<file path="src/hw/rtl/ravg_pkg.sv">
// Shared types, constants and a helper function for the 3x3 region average smoother.
// Used by the controller, the datapath and the top level; depends on nothing else.
package ravg_pkg;

  // floor(x / 9) for x < 4096 equals (x * ceil(2^16 / 9)) >> 16.
  localparam int unsigned AreaRecip  = 7282;
  localparam int unsigned RecipShift = 16;

  // Reset values of the configuration registers.
  localparam logic [7:0]  ThresholdRst = 8'd10;
  localparam logic [9:0]  WidthRst     = 10'd512;
  localparam logic [11:0] HeightRst    = 12'd512;

  // Configuration register indexes.
  typedef enum logic [1:0] {
    REG_THRESHOLD = 2'd0,
    REG_WIDTH     = 2'd1,
    REG_HEIGHT    = 2'd2
  } cfg_reg_e;

  // Controller states.
  typedef enum logic [3:0] {
    ST_IDLE,
    ST_CHECK,
    ST_RD_TOP,
    ST_RD_MID,
    ST_CAP_MID,
    ST_EVAL,
    ST_ACCUM,
    ST_DIV,
    ST_EMIT,
    ST_ADV,
    ST_D_RD,
    ST_D_CAP
  } state_e;

  // One accumulator entry: running region sum and hit count.
  typedef struct packed {
    logic [11:0] sum;
    logic [3:0]  cnt;
  } acc_t;

  // Commands from the controller to the datapath.
  typedef struct packed {
    logic       latch_item;
    logic       rd_top;
    logic       rd_mid;
    logic       cap_mid;
    logic       eval;
    logic       accum;
    logic       rd_drain;
    logic       cap_drain;
    logic       div;
    logic       wb_mid;
    logic       wb_bot;
    logic       emit;
    logic       run_last;
    logic       adv_pixel;
    logic       adv_drain;
    logic       end_image;
    logic [1:0] sel;
  } cmd_t;

  // Status from the datapath to the controller.
  typedef struct packed {
    logic mode;
    logic row_ge_h;
    logic drain_over;
    logic row_ge2;
    logic col_ge2;
    logic row_end;
    logic out_free;
  } status_t;

  // ceil(2^16 / n): floor(s / n) = (s * recip(n)) >> 16 for s < 4096.
  function automatic logic [16:0] recip(input logic [3:0] n);
    logic [16:0] r;
    case (n)
      4'd1:    r = 17'd65536;
      4'd2:    r = 17'd32768;
      4'd3:    r = 17'd21846;
      4'd4:    r = 17'd16384;
      4'd5:    r = 17'd13108;
      4'd6:    r = 17'd10923;
      4'd7:    r = 17'd9363;
      4'd8:    r = 17'd8192;
      4'd9:    r = 17'd7282;
      4'd10:   r = 17'd6554;
      4'd11:   r = 17'd5958;
      4'd12:   r = 17'd5462;
      4'd13:   r = 17'd5042;
      4'd14:   r = 17'd4682;
      4'd15:   r = 17'd4370;
      default: r = 17'd0;
    endcase
    return r;
  endfunction

endpackage

</file>
<file path="src/hw/rtl/ravg_ctrl.sv">
// Sequencing state machine of the region average smoother.
// Depends on ravg_pkg for the state enum and the command/status structs.
module ravg_ctrl (
  input  logic              clk_i,
  input  logic              rst_ni,
  input  logic              in_valid_i,
  output logic              in_ready_o,
  output ravg_pkg::cmd_t    cmd_o,
  input  ravg_pkg::status_t sts_i
);

  ravg_pkg::state_e state_q, state_d;
  logic [1:0] k_q;
  logic [1:0] last_q;
  logic       emit_q;
  logic       wb_q;

  // Next state.
  always_comb begin
    state_d = state_q;
    case (state_q)
      ravg_pkg::ST_IDLE: begin
        if (in_valid_i) state_d = ravg_pkg::ST_CHECK;
      end
      ravg_pkg::ST_CHECK: begin
        if (sts_i.mode) begin
          if (!sts_i.row_ge_h || sts_i.drain_over) state_d = ravg_pkg::ST_IDLE;
          else state_d = ravg_pkg::ST_D_RD;
        end else begin
          if (sts_i.row_ge_h) state_d = ravg_pkg::ST_IDLE;
          else state_d = ravg_pkg::ST_RD_TOP;
        end
      end
      ravg_pkg::ST_RD_TOP:  state_d = ravg_pkg::ST_RD_MID;
      ravg_pkg::ST_RD_MID:  state_d = ravg_pkg::ST_CAP_MID;
      ravg_pkg::ST_CAP_MID: state_d = ravg_pkg::ST_EVAL;
      ravg_pkg::ST_EVAL:    state_d = ravg_pkg::ST_ACCUM;
      ravg_pkg::ST_ACCUM: begin
        state_d = sts_i.col_ge2 ? ravg_pkg::ST_DIV : ravg_pkg::ST_ADV;
      end
      ravg_pkg::ST_D_RD:  state_d = ravg_pkg::ST_D_CAP;
      ravg_pkg::ST_D_CAP: state_d = ravg_pkg::ST_DIV;
      ravg_pkg::ST_DIV:   state_d = ravg_pkg::ST_EMIT;
      ravg_pkg::ST_EMIT: begin
        if (!emit_q || sts_i.out_free) begin
          state_d = (k_q == last_q) ? ravg_pkg::ST_ADV : ravg_pkg::ST_DIV;
        end
      end
      ravg_pkg::ST_ADV: state_d = ravg_pkg::ST_IDLE;
      default:          state_d = ravg_pkg::ST_IDLE;
    endcase
  end

  // Command outputs.
  always_comb begin
    cmd_o      = '0;
    cmd_o.sel  = k_q;
    in_ready_o = 1'b0;
    case (state_q)
      ravg_pkg::ST_IDLE: begin
        in_ready_o       = 1'b1;
        cmd_o.latch_item = in_valid_i;
      end
      ravg_pkg::ST_CHECK: begin
        cmd_o.end_image = sts_i.mode && sts_i.row_ge_h && sts_i.drain_over;
      end
      ravg_pkg::ST_RD_TOP:  cmd_o.rd_top = 1'b1;
      ravg_pkg::ST_RD_MID:  cmd_o.rd_mid = 1'b1;
      ravg_pkg::ST_CAP_MID: cmd_o.cap_mid = 1'b1;
      ravg_pkg::ST_EVAL:    cmd_o.eval = 1'b1;
      ravg_pkg::ST_ACCUM:   cmd_o.accum = 1'b1;
      ravg_pkg::ST_D_RD:    cmd_o.rd_drain = 1'b1;
      ravg_pkg::ST_D_CAP:   cmd_o.cap_drain = 1'b1;
      ravg_pkg::ST_DIV: begin
        cmd_o.div    = 1'b1;
        cmd_o.wb_mid = wb_q;
      end
      ravg_pkg::ST_EMIT: begin
        cmd_o.wb_bot   = wb_q;
        cmd_o.emit     = emit_q && sts_i.out_free;
        cmd_o.run_last = (k_q == last_q);
      end
      ravg_pkg::ST_ADV: begin
        cmd_o.adv_pixel = !sts_i.mode;
        cmd_o.adv_drain = sts_i.mode;
      end
      default: cmd_o = '0;
    endcase
  end

  // State register and the per-item result loop counter.
  always_ff @(posedge clk_i or negedge rst_ni) begin
    if (!rst_ni) begin
      state_q <= ravg_pkg::ST_IDLE;
      k_q     <= 2'd0;
      last_q  <= 2'd0;
      emit_q  <= 1'b0;
      wb_q    <= 1'b0;
    end else begin
      state_q <= state_d;
      if (state_q == ravg_pkg::ST_ACCUM) begin
        k_q    <= 2'd0;
        last_q <= sts_i.row_end ? 2'd2 : 2'd0;
        emit_q <= sts_i.row_ge2;
        wb_q   <= 1'b1;
      end else if (state_q == ravg_pkg::ST_D_CAP) begin
        k_q    <= 2'd0;
        last_q <= 2'd0;
        emit_q <= 1'b1;
        wb_q   <= 1'b0;
      end else if (state_q == ravg_pkg::ST_EMIT && state_d == ravg_pkg::ST_DIV) begin
        k_q <= k_q + 2'd1;
      end
    end
  end

endmodule

</file>
<file path="config.mk">
export PLATFORM = sky130hd
export DESIGN_NAME = ravg_ctrl
export DESIGN_NICKNAME = d
export VERILOG_FILES = /design/src/hw/rtl/ravg_pkg.sv /design/src/hw/rtl/ravg_ctrl.sv
export SDC_FILE = /design/constraint.sdc
export NUM_CORES = 1
export LEC_CHECK = 0
export BUFFER_PORTS_ARGS = -buffer_cell sky130_fd_sc_hd__buf_4
export CAP_MARGIN = 20
export CORE_MARGIN = 4
export CORE_UTILIZATION = 30
export DETAILED_ROUTE_END_ITERATION = 6
export PLACE_DENSITY = 0.58
export SYNTH_ARGS = -nofsm -noshare
export SYNTH_HDL_FRONTEND = slang
export SYNTH_SLANG_ARGS = --single-unit
</file>
<file path="constraint.sdc">
create_clock -name clk_i -period 1.35 [get_ports clk_i]
set_input_delay 0.135 -clock clk_i [delete_from_list [all_inputs] [get_ports clk_i]]
set_output_delay 0.135 -clock clk_i [all_outputs]
set_load 0.02 [all_outputs]
</file>
# [After elaboration in Yosys (flattened, before gate mapping)]
# Index checks and enable logic that the tools add are counted.
[totals] ram_bits=0 reg_bits=10 romBits=0 latchBits=0 mem_count=0
[classes] mux=32 n_mul=0 addsub=1 n_bitwise=0 n_reduce_logical=13 n_div=0 order_cmp=0 shift=0 eq_ne=13
[ops] cell="$pmux 4 s11" count=1
[ops] cell="$mux 4" count=6
[ops] cell="$eq 4x3->1 const B" count=5
[ops] cell="$mux 2" count=10
[ops] cell="$eq 4x4->1 const B" count=4
[ops] cell="$mux 1" count=14
[ops] cell="$reduce_or 12->1" count=1
[ops] cell="$eq 4x2->1 const B" count=2
[ops] cell="$eq 4x1->1 const B" count=1
[ops] cell="$logic_and 1x1->1" count=4
[ops] cell="$logic_not 4->1" count=1
[ops] cell="$logic_not 1->1" count=3
[ops] cell="$mux 3" count=1
[ops] cell="$reduce_bool 3->1" count=1
[ops] cell="$add 2x1->2 const B" count=1
[ops] cell="$eq 2x2->1" count=1
[ops] cell="$logic_or 1x1->1" count=2
[ops] cell="$reduce_bool 2->1" count=1

# [Logic depth before layout (Yosys ltp)]
[logic_depth] ltp_word=10 ltp_mapped=5 depth_no_buf=4

# [Least setup slack after synthesis]
# OpenSTA, ideal clock, no wires.
[synth_path] kind="register to output" startpoint="reg state_q[2]" endpoint="out cmd_o[17] (netlist name)" setup_slack_ns=-0.389 t_arrival_ns=1.604 stages_incl_launch_ff=4 path_buffers=0 path_cell_list="dfrtp_1 or2_2 nor3_1 and2_1"
[synth_rtl] item="from (decl)" line="ravg_ctrl.sv:12" source="ravg_pkg::state_e state_q, state_d;"
[synth_rtl] item="from (signal assigned)" line="ravg_ctrl.sv:94" source="state_q <= ravg_pkg::ST_IDLE;"
[synth_rtl] item="from (signal assigned)" line="ravg_ctrl.sv:100" source="state_q <= state_d;"
[synth_rtl] item="to (decl)" line="ravg_ctrl.sv:8" source="output ravg_pkg::cmd_t cmd_o,"

==> metrics.yaml <==
grt_pass1_wl_um: 4174
grt_overflow: 0
die_w_um: 55.72
status: "complete, but fails checks"
r2r_cells: 6
io_pins: 29
start_util_pct: 31.18
cp_cell_sequence: "or2_4 > nor3_4 > and2_4 > buf_6"
critPathCaptureType: "primary output"
slowest_delay_ns: 0.44
crit_type: "register to primary output"
pwr-share-comb_pct: 78.9
start_kind: "register"
hold_viol: 0
avgViaCountPerCell: 5.032
clk_pin_slew_ns: 0.06
p_leak_nw: 0.7294
die_area_um2: 3105
ys_async_sr_fraction_pct: 100.0
core_area_um2: 2191
fin_ws_ns: -0.2578
yosysWarningCount: 0
grt_usage_pct: 16.76
required_ns: 1.22
drv_cap: 0
diodes: 0
whs_path_depth: 3
p_sw_share_pct: 43.03
ys_seq_area_share_pct: 32.97
drive_gt1_share_pct: 69.81
cp_data_arrival_time_ns: 1.47
drt-initial-drc-count: 18
synthTopCellsByArea: "dfrtp_1, nor2_1, nand2b_1, a21oi_1, nor3_1"
num_rows: 17
htree_num_levels: 1
intPower_mw: 2.015
grt_pass1_vias: 901
place_congestion: 0.8619
synthCells: 88
yosysTopAreaCell: "dfrtp_1"
yosys.area_share.simple_pct: 37.36
cts_sinks: 9
syn_area_per_cell_um2: 7.763
tightestPinTransition_ns: 0.3289
clockRootBuffer: "clkbuf_4"
synth_edf_count: 0
violations: "setup timing"
clock_latency_ns: 0.27
post-route-period-util_pct: 119.1
yosysMostFrequentCell: "nor2_1"
cts_buffers: 3
grt_max_degree: 10
p_sw_mw: 1.522
powerDensity_nw_per_um2: 2193
ir_worst_vdd_mv: 1.152
fin_nets: 170
rsz0062_at_grt: "true"
area_growth_syn_to_layout_pct: 136.1
crit_family: "simple AND/OR/NAND/NOR gates"
avgRoutedWirePerCell_um: 15.73
drc: 0
slew_headroom_pct: 77.84
synth-compound-area-share_pct: 19.23
hp-class: "primary input to register"
n_fill_cell: 154
path_buf_inv: 1
cp.depth: 4
crit_fanout: 4
clock_skew_ns: 0.002303
synth-xor-area-share_pct: 3.846
finalCriticalPeriod_ns: 1.608
dp_hpwl_um: 1606
dr.pass1.iters: 4
synth_area_um2: 683.2
pwr-share-clk_pct: 5.9
pwr-share-seq_pct: 15.1
synth_top_area_share_pct: 32.97
syn_nets: 98
total_power_mw: 3.536
cp_slowest_cell: "dfrtp_2"
synthMuxAreaShare_pct: 1.465
hold_ws_ns: 0.1104
ys_ff_latch: 9
cts_tree: "done"
clock.fmax_ghz: 0.6220
clockBufferDepth: 2
synthDistinctLibCells: 30
place_ws_ns: -0.07609
synth_adder_area_share_pct: 0
drt-total-wl_um: 2941
ys_dominant_reg_cell: "dfrtp_1"
setup_viol: 25
slew_violations: 0
vias: 941
antenna_found_initial: 0
ant_nets: 0
die_height_um: 55.72
synthTopCellsByCount: "nor2_1, dfrtp_1, a21oi_1"
synth_top_family_by_area: "simple AND/OR/NAND/NOR gates"
io_buffers: 28
## path summary, 6_finish.rpt
kind	slack [ns]	startpoint	endpoint
max	-0.26	state_q[2]$_DFF_PN0_	cmd_o[17]
min	0.11	sts_i[3]	emit_q$_DFFE_PN0P_
max reg2reg	-0.25	state_q[0]$_DFF_PN0_	state_q[1]$_DFF_PN0_
min reg2reg	0.59	wb_q$_DFFE_PN0P_	wb_q$_DFFE_PN0P_
max in group asynchronous	0.97	rst_ni	state_q[3]$_DFF_PN0_
min in group asynchronous	0.23	rst_ni	last_q[1]$_DFFE_PN0P_
## logic make-up after synthesis
logic type	count (synthesis)
XOR/XNOR	3
buffers and inverters	8
flip-flops	9
multiplexers	1
AO/OA/AOI/OAI	21
AND/OR/NAND/NOR	46
## worst register-to-register path, cell delays in order (launching register included)
cell     delay (ns)
dfrtp_2        0.44
buf_4          0.14
buf_6          0.09
nor2b_4        0.13
mux2i_1        0.22
o21ai_1        0.09
or3_1          0.37
## final cells by class
| type | count | area [um2] | area share [%] |
|---|---|---|---|
| inverter | 3 | 11.26 | 0.6982 |
| tap | 28 | 35.03 | 2.172 |
| clock buffer | 4 | 26.28 | 1.629 |
| multi-input combinational | 71 | 626.9 | 38.87 |
| sequential | 9 | 230.2 | 14.27 |
| timing repair buffer | 72 | 683.2 | 42.36 |
## layout by cell type, fill, tap and decap left out, drive strengths merged
cell / n
buf: 71
nor2: 14
dfrtp: 9
a21oi: 7
nand2b: 6
nor3: 6
nand2: 5
o21ai: 5
clkbuf: 4
inv: 3
o211ai: 3
and2: 3
nand3: 3
xor2: 3
a21boi: 2
nor3b: 2
nor4: 2
or2: 1
o21bai: 1
nor4b: 1
and3: 1
nor2b: 1
mux2i: 1
or3: 1
o32ai: 1
o22ai: 1
a31oi: 1
dlygate4sd3: 1
## through the flow
step | instances | utilization [%] | TNS [ns] | instance area [um2]
final | 187 | 73.62 | -3.701 | 1613
after global routing | 187 | 73.62 | -5.058 | 1613
after CTS | 178 | 65.05 | -2.705 | 1425
after detailed placement | 161 | 50.37 | -0.3533 | 1104
after global placement | 161 | 50.37 | -0.2273 | 1104
after floorplan | 88 | - | -0.1810 | 716.9
## metal layers
layer,GRT usage (%),vias up,wire (um)
li1,-,454,-
met1,20.77,455,1219
met2,27.53,25,1531
met3,6.729,7,139
met4,3.125,0,51
met5,0,-,0
## sequential cells by signal, summed over array words and instances (netlist names)
name / count
k_q: 2
emit_q: 1
last_q: 1
state_q: 4
wb_q: 1
## power by group through the flow
stage / logic (mW) / registers [mW] / clock network [mW]
after floorplan: 0.826 / 0.465 / 0
after global placement: 1.45 / 0.491 / 0
after detailed placement: 1.46 / 0.493 / 0
after CTS: 2.10 / 0.497 / 0.211
after global routing: 2.95 / 0.543 / 0.232
final: 2.79 / 0.536 / 0.210
## repair_timing
| item | CTS | global route |
|---|---|---|
| pin swaps | 9 | 19 |
| endpoints found under the hold margin | 9 | 0 |
| buffers inserted | 12 | 13 |
| endpoints found under the setup margin | 24 | 26 |
| hold buffers | 1 | 0 |
| gates resized for setup | 52 | 30 |
No activity file was read; power rests on OpenSTA's default activity.
